**src/hdl/mcq_ram.sv**
```systemverilog
module mcq_ram #(
  parameter int WIDTH = 8,
  parameter int DEPTH = 16,
  localparam int AW = (DEPTH > 1) ? $clog2(DEPTH) : 1
) (
  input  logic             clk_i,
  input  logic             we_i,
  input  logic [AW-1:0]    waddr_i,
  input  logic [WIDTH-1:0] wdata_i,
  input  logic [AW-1:0]    raddr_i,
  output logic [WIDTH-1:0] rdata_o
);

  logic [WIDTH-1:0] mem_q [DEPTH];
  logic [WIDTH-1:0] rdata_q;

  always_ff @(posedge clk_i) begin
    if (we_i) begin
      mem_q[waddr_i] <= wdata_i;
    end
    rdata_q <= mem_q[raddr_i];
  end

  assign rdata_o = rdata_q;

endmodule

```
**config.mk**
```make
export PLATFORM = sky130hd
export DESIGN_NAME = mcq_ram
export DESIGN_NICKNAME = d
export VERILOG_FILES = /design/src/hdl/mcq_ram.sv
export SDC_FILE = /design/constraint.sdc
export NUM_CORES = 1
export LEC_CHECK = 0
export BUFFER_PORTS_ARGS = -buffer_cell sky130_fd_sc_hd__buf_2
export CAP_MARGIN = 5
export CORE_MARGIN = 3
export CORE_UTILIZATION = 25
export DETAILED_ROUTE_END_ITERATION = 8
export PLACE_DENSITY_LB_ADDON = 0.1
export SYNTH_ARGS = -nofsm -noshare
export SYNTH_HDL_FRONTEND = slang
export SYNTH_SLANG_ARGS = --single-unit
```
**constraint.sdc**
```tcl
create_clock -name clk_i -period 2.15 [get_ports clk_i]
set_input_delay 0.3225 -clock clk_i [delete_from_list [all_inputs] [get_ports clk_i]]
set_output_delay 0.3225 -clock clk_i [all_outputs]
set_load 0.02 [all_outputs]
```
==> impl_metrics.yaml <==
finish:
  final-instance-count-excl-fill: 564
  seqCellArea_sq_um: 4004
  nFillCells: 1896
  multi_input_area_sq_um: 1057
  nets: 304
  syn_to_final_growth_pct: 23.16
  num_antenna_cells: 0
  layout-drive-gt1-share_pct: 32.78
logic_synthesis:
  synth_cell_types: 19
  yosysSeqAreaShare_pct: 77.78
  yosys.area_share.adder_pct: 0
  synth_top_family_by_area: "multiplexers"
  synth_xor_xnor_area_share_pct: 0
  yosysMostFrequentCell: "edfxtp_1"
  synth-compound-area-share_pct: 2.333
  synth_edf_count: 128
  synth_async_sr_flop_share_pct: 0
  synth_area_sq_um: 5147
  yosysTopAreaCell: "edfxtp_1"
  yosys_register_bits: 136
  synth_warnings: 0
  ys.flop_type: "edfxtp_1"
  yosys-top-cells-count: "edfxtp_1, mux4_2, a22oi_1, mux4_1, nor2_1"
  avgSynthCellArea_sq_um: 22.48
  synthSimpleGateAreaFrac_pct: 3.184
  synthMuxAreaShare_pct: 15.02
  synth.area.top_cells: "edfxtp_1, mux4_2, mux4_1"
  netlist_instances: 229
  synth.net_count: 247
  synth.top_cell.area_share_pct: 74.67
clocking:
  clk_pin_slew_ns: 0.06
  cts_tree: "built"
  post_cts_resized: 0
  clockBufferDepth: 2
  insertion_delay_ns: 0.42
  cts.sinks: 136
  cts_root_buf: "clkbuf_16"
  hold_buffers: 0
  cts_setup_buffers: 0
  cts_buffers: 17
  htreeDepth: 4
place:
  port_buffers: 25
  place_congestion: 0.6558
  dp.cells: 532
  dpl.hpwl_mm: 7.866
sta:
  fin_crit_sh_pct: 66.95
  fin_crit_ns: 1.439
  hold_viol_final: 0
  tns_ns: 0
  fmax_ghz: 0.6947
  rsz0062_at_grt: "false"
  slew_violations: 0
  maxSlewHeadroom_pct: 49.84
  finalSetupViolCount: 0
  tightest_slew_ns: 0.7496
  finClkSkew_ns: 0.009427
route:
  drc: 0
  wl_mm: 12.23
  antenna_left: 0
  avgRoutedWirePerCell_um: 21.69
  drt-pass1-iter-count: 4
  viasPerCell: 4.369
  vias: 2464
  dr.first_iter.drc_count: 160
critical_path:
  cp.arrival_ns: 1.73
  critPathMaxFanout: 22
  end_kind: "flop"
  critPathRequiredTime_ns: 2.44
  startpoint_type: "input port"
  crit_type: "input port to flop"
power:
  p_leak_nw: 2.129
  power_density_nw_per_um2: 995.9
  ir_drop_v: 0.0004874
floorplanning:
  rows: 51
  start_util_pct: 25.94
  die_w_um: 149.5
  core_sq_um: 19850
  die_area_sq_um: 22350
  die_h_um: 149.5
  io_pins: 26
global_routing:
  grt_pass1_vias: 2698
  antenna_found_initial: 0
  grt_overflow: 0
  grt_start_max_net_pins: 23
  grt_usage_pct: 11.58
  grt_first_pass_wirelength_mm: 17.97
hold_path:
  hp-class: "input port to flop"
outcome:
  outcome: "finished clean"
run:
  drv_cap: 0
[area by class of cell]
class	instances	share of cell area (%)
Sequential cell	136	63.15
Multi-Input combinational cell	83	16.68
Tap cell	265	5.230
Clock buffer	18	6.769
Timing Repair Buffer	48	5.289
Clock inverter	14	2.881
[critical path, stage by stage]
cell     delay (ns)
buf_2          0.10
buf_12         0.22
buf_12         0.19
mux4_1         0.55
a22oi_1        0.24
nand2_1        0.09
[cells in the final DEF (no fill, tap or decap), types with 3 or more instances in the layout]
cell type	n
a22oi_1	16
buf_12	3
buf_2	25
buf_4	20
bufinv_16	4
clkbuf_16	17
clkinv_2	6
dfxtp_1	8
edfxtp_1	128
mux4_1	14
mux4_2	18
nand2_1	9
nor2_1	13
nor3_1	4
[registers in the layout, summed over array words and instances, names as in the netlist]
name,cells
mem_q,128
rdata_o,8
[final timing paths]
kind	from	to	slack, ns	cells past startpoint
setup / recovery	raddr_i[0]	rdata_o[5]	0.71	6
hold / removal	wdata_i[4]	mem_q[2][4]	0.30	1
setup reg to reg	mem_q[3][6]	rdata_o[6]	0.74	3
hold reg to reg	mem_q[15][4]	rdata_o[4]	0.67	3
[power breakdown]
part           total, W  internal (W)  switching (W)
combinational  0.000312      0.000125       0.000187
sequential      0.00298       0.00296      0.0000204
clock           0.00302       0.00193        0.00109
[metrics by stage]
stage | worst slack [ns] | hold slack, ns | instance area [sq um] | total power (W) | utilization (%)
after floorplan | 0.3346 | 0.4214 | 5147 | 0.003204 | -
after global placement | 0.2095 | 0.6675 | 5728 | 0.003364 | 28.86
after detailed placement | 0.2211 | 0.6619 | 5728 | 0.003365 | 28.86
after CTS | 0.6638 | 0.2906 | 6340 | 0.006394 | 31.95
after global routing | 0.6042 | 0.3003 | 6340 | 0.006531 | 31.95
final | 0.7105 | 0.2978 | 6340 | 0.006314 | 31.95
[routing by layer]
metal	vias up	part of all wire (%)	global-route usage, %
met1	1317	46	15.21
met5	-	0	0
met2	44	49	18.82
met4	0	1.4	3.982
li1	1090	-	-
met3	13	3.4	2.907
[cells by family (layout without fill, tap and decap cells)]
family | after synthesis | after routing
flops | 136 | 136
simple gates | 35 | 35
mux | 32 | 32
compound gates | 16 | 16
buf+inv | 10 | 80
No activity file was read; power rests on OpenSTA's default activity.
