$ cat src/hdl/mcq_div.sv
// Restoring divider for a quotient known to fit in eight bits; one bit per cycle.
module mcq_div #(
  parameter int DEN_W = 32
) (
  input  logic             clk_i,
  input  logic             rst_ni,
  input  logic             start_i,
  input  logic [DEN_W+7:0] num_i,
  input  logic [DEN_W-1:0] den_i,
  output logic             done_o,
  output logic [7:0]       quot_o
);

  logic [DEN_W+7:0] rem_q, rem_d;
  logic [DEN_W-1:0] den_q, den_d;
  logic [7:0]       quot_q, quot_d;
  logic [2:0]       step_q, step_d;
  logic             busy_q, busy_d;
  logic             done_q, done_d;
  logic [DEN_W+7:0] trial;

  always_comb begin
    rem_d  = rem_q;
    den_d  = den_q;
    quot_d = quot_q;
    step_d = step_q;
    busy_d = busy_q;
    done_d = 1'b0;
    trial  = (DEN_W + 8)'(den_q) << step_q;
    if (start_i) begin
      rem_d  = num_i;
      den_d  = den_i;
      quot_d = '0;
      step_d = 3'd7;
      busy_d = 1'b1;
    end else if (busy_q) begin
      if (rem_q >= trial) begin
        rem_d          = rem_q - trial;
        quot_d[step_q] = 1'b1;
      end
      if (step_q == 3'd0) begin
        busy_d = 1'b0;
        done_d = 1'b1;
      end else begin
        step_d = step_q - 3'd1;
      end
    end
  end

  always_ff @(posedge clk_i or negedge rst_ni) begin
    if (!rst_ni) begin
      busy_q <= 1'b0;
      done_q <= 1'b0;
    end else begin
      busy_q <= busy_d;
      done_q <= done_d;
    end
  end

  always_ff @(posedge clk_i) begin
    rem_q  <= rem_d;
    den_q  <= den_d;
    quot_q <= quot_d;
    step_q <= step_d;
  end

  assign done_o = done_q;
  assign quot_o = quot_q;

endmodule

$ cat config.mk
export PLATFORM = sky130hd
export DESIGN_NAME = mcq_div
export DESIGN_NICKNAME = d
export VERILOG_FILES = /design/src/hdl/mcq_div.sv
export SDC_FILE = /design/constraint.sdc
export NUM_CORES = 1
export LEC_CHECK = 0
export CORE_AREA = 2 2 107 109
export DETAILED_ROUTE_END_ITERATION = 10
export DIE_AREA = 0 0 109 111
export DONT_BUFFER_PORTS = 1
export PLACE_DENSITY_LB_ADDON = 0.15
export SYNTH_ARGS = -nofsm -noshare
export SYNTH_HDL_FRONTEND = slang
export SYNTH_SLANG_ARGS = --single-unit
$ cat constraint.sdc
create_clock -name clk_i -period 9 [get_ports clk_i]
set_input_delay 1.8 -clock clk_i [delete_from_list [all_inputs] [get_ports clk_i]]
set_output_delay 1.8 -clock clk_i [all_outputs]
set_load 0.01 [all_outputs]
==> results.md <==
- Outcome: finished, final reports clean
- Critical Path RT: approximately 9.0 ns
- Die Area: between 0.01 and 0.015 mm²
- Pwr/cell area: roughly 360 mW/mm²
- Critical Path AT: slightly below 5 ns
- Detailed Route WL: 17000 µm
- Fill cells: ~900
- Crit path kind: register to register
- Max FO, Critical Path: 40
- Post-placement cell count: 798
- Final std cells w/o fill: around 820
- CTS max path bufs: 2
- Clk sinks: 85
- EDFF count, synth: 72
- P&R area growth vs syn: 5.59%
- Die width: ~110 µm
- Max transition margin: 0.356
- Initial core utilization: 0.604
- Peak VDD IR: 0.144 mV
- Main synth FF type: edfxtp_1
- Buf/Inv on CP: 3
- Least-Margin Pin Slew: 0.967 ns
- Setup TNS: 0 ns
- Setup bufs post-CTS: 0
- Max frequency: just over 200 MHz
- Worst Setup Start Kind: register
- Die Y: 111 µm
- Ys async rst share: 0.0235
- Skew-Pair Late Insertion Delay: approximately 0.34 ns
- H-Tree Depth: 3
- Cells along the critical path: buf_4 -> inv_1 -> nor2_1 -> a32oi_1 -> ha_1 -> a21o_1 -> a311o_1 -> a21oi_1 -> o21ai_0 -> a211o_1 -> o21ai_2 -> o21ai_4 -> buf_4
- Final setup fails: 0
- Fin nets: a little under 800
- Vias in the first global route: 5275
- Critical path capture point type: register
- FP Rows: 39
- Largest net degree at the start of global routing: 117
- Layout Skew: between 0.01 and 0.015 ns
- Yosys warning count: 0
- FF-to-FF setup slack: ~4.2 ns
- Max-cap viol count: 0
- CTS tree: done
- Initial drt markers: between 500 and 600
- Worst Hold Class: register to register
- Synthesized flop and latch total: 85
- Cell family with most CP delay: compound AO/OA/AOI/OAI gates
- PortBufs: 0
- Final worst path period need: between 4 and 5 ns
- Synth Area per Inst: around 9.6 µm²
- Post-synthesis cell type count: 63
- Avg WL per Cell: 20.9 µm
- Final hold vios: 0
- IO Count: between 80 and 90
- CP max stage delay: 0.79 ns
- Total core area: roughly 0.011 mm²
- Grt ovf: 0
- Initial antenna violation count: 0
- Post-CTS Hold Fix Bufs: 0
- RSZ-0062 raised after global routing: false
- First-pass GRT wire length: about 27000 µm
- Slowest CP cell: dfxtp_1
- Area post-placement: slightly below 0.007 mm²
- Post-DP HPWL: about 13000 µm
- Tcrit/Tclk final: 0.535
- Multi-input logic area: ~0.004 mm²
- DR vias/cell: ~7
- Remaining antenna violation count after routing: 0
- TritonCTS buffer count: 9
- Cell with the most instances on the worst path: buf_4
- Drc violations: 0
- Pre-antenna DRT Iters: 5
- Total Routing Usage GR: 0.288
- Slew Viols, Final: 0
- Sequential share of the synthesized area: 0.364
- Cell area after synthesis: roughly 0.0067 mm²
- Clock slew at reported path FFs: about 0.070 ns
- Register area: 0.00243 mm²
- Post-CTS sizing: 0
- Via count: 5552
- Synthesized instance count: approximately 700
- LEAKAGE: 2.81 nW
- CTS Root Cell: clkbuf_16
- Design area: between 0.007 and 0.008 mm²
- Mapped Nets: just over 800
- Share of layout cells above drive strength 1: 0.0894
- RD Place Congestion: approximately 0.96
## where the power goes
| part | total [mW] | switching, mW | leakage [nW] | internal, mW |
|---|---|---|---|---|
| registers | 0.673 | 0.0755 | 0.843 | 0.598 |
| clock network | 0.411 | 0.163 | 0.170 | 0.249 |
| logic | 1.46 | 0.906 | 1.79 | 0.553 |
| total | 2.54 | 1.14 | 2.81 | 1.40 |
## Yosys cell counts, types with 4 or more instances
library cell | count | area (µm²)
nand2_1 | 85 | 319
edfxtp_1 | 72 | 2160
o21ai_0 | 53 | 265
a21oi_1 | 48 | 240
ha_1 | 41 | 513
nor2_1 | 41 | 154
clkbuf_1 | 38 | 143
mux2i_1 | 34 | 340
inv_1 | 28 | 105
mux4_2 | 23 | 518
a21o_1 | 19 | 143
nand3_1 | 19 | 95.1
nand4_1 | 16 | 100
xnor2_1 | 13 | 114
dfxtp_1 | 11 | 220
nor3_1 | 10 | 50.1
o31ai_1 | 9 | 67.6
xor2_1 | 9 | 78.8
a31oi_1 | 8 | 50.1
o211ai_1 | 8 | 60.1
o21a_1 | 8 | 60.1
o32ai_1 | 8 | 70.1
a211oi_1 | 6 | 45.0
a311oi_1 | 5 | 43.8
buf_1 | 5 | 18.8
nor4_1 | 5 | 31.3
o21bai_1 | 5 | 37.5
mux2_2 | 4 | 45.0
o211a_1 | 4 | 40.0
o31a_1 | 4 | 35.0
## metal layers
metal	share of wire	up-vias	GRT usage	wire length, µm
met5	0	-	0	0
met4	0.036	0	0.128	617
met3	0.062	47	0.0412	1060
met2	0.46	237	0.447	7840
met1	0.44	2649	0.398	7530
li1	-	2619	-	-
## flip-flops by register name, indices dropped and copies added (netlist names)
signal	count
busy_q	1
den_q	32
done_o	1
quot_o	8
rem_q	40
step_q	3
## layout make-up
type / instances / area share
Antenna cell: 1 / 0.000354
Clock buffer: 13 / 0.0445
Clock inverter: 3 / 0.00372
Inverter: 28 / 0.0149
Multi-Input combinational cell: 539 / 0.564
Sequential cell: 85 / 0.345
Tap cell: 143 / 0.0253
Timing Repair Buffer: 3 / 0.00319
## per-stage QoR
step / util / setup WS, ns / hold slack, ns / total power, mW
floorplan: - / 2.48 / 0.476 / 1.77
global placement: 0.607 / 4.39 / 0.498 / 2.05
detailed placement: 0.607 / 4.30 / 0.497 / 2.09
CTS: 0.637 / 4.25 / 0.507 / 2.51
global route: 0.637 / 3.75 / 0.528 / 2.71
finish: 0.638 / 4.18 / 0.504 / 2.54
## cell usage in the layout, fill, tap and decap left out, drive strengths merged, types with 5 or more instances in the layout
master | netlist | layout
a21oi | 51 | 51
o21bai | 5 | 5
ha | 41 | 41
a211oi | 6 | 6
xnor2 | 13 | 13
o32ai | 8 | 8
nand3 | 19 | 19
a31oi | 8 | 8
nor2 | 41 | 41
nand2 | 85 | 85
clkbuf | 38 | 13
o31ai | 9 | 9
o211ai | 8 | 8
edfxtp | 72 | 72
nand4 | 16 | 16
inv | 28 | 31
mux4 | 23 | 23
o21a | 8 | 8
xor2 | 9 | 9
o21ai | 54 | 54
a21o | 19 | 19
nor4 | 5 | 5
a311oi | 5 | 5
mux2i | 34 | 34
nor3 | 10 | 10
dfxtp | 11 | 11
## kinds of logic (layout without fill, tap and decap cells)
family,Yosys count,after routing,synth area share
muxes,61,61,0.135
xor gates and xnor gates,22,22,0.0288
other,0,1,0
DFF,85,85,0.364
AOI/OAI and AO/OA,217,217,0.215
buffers and inverters,74,47,0.0430
and+or+nand+nor,197,197,0.134
adders and majority gates,42,42,0.0797
## worst paths after layout
path / from / end / depth (start not counted)
worst max-delay path: step_q[2] / rem_q[12] / 13
worst min-delay path: quot_o[6] / quot_o[6] / 2
worst max register to register: step_q[2] / rem_q[12] / 13
worst min register to register: quot_o[6] / quot_o[6] / 2
max in group asynchronous: rst_ni / busy_q / 0
min in group asynchronous: rst_ni / busy_q / 0
## tightest hold or removal path, cell delays in order, from the launching register on
cell	delay, ns
dfxtp_1	0.34
inv_1	0.06
o32ai_1	0.05
(Power assumes the default switching activity.)
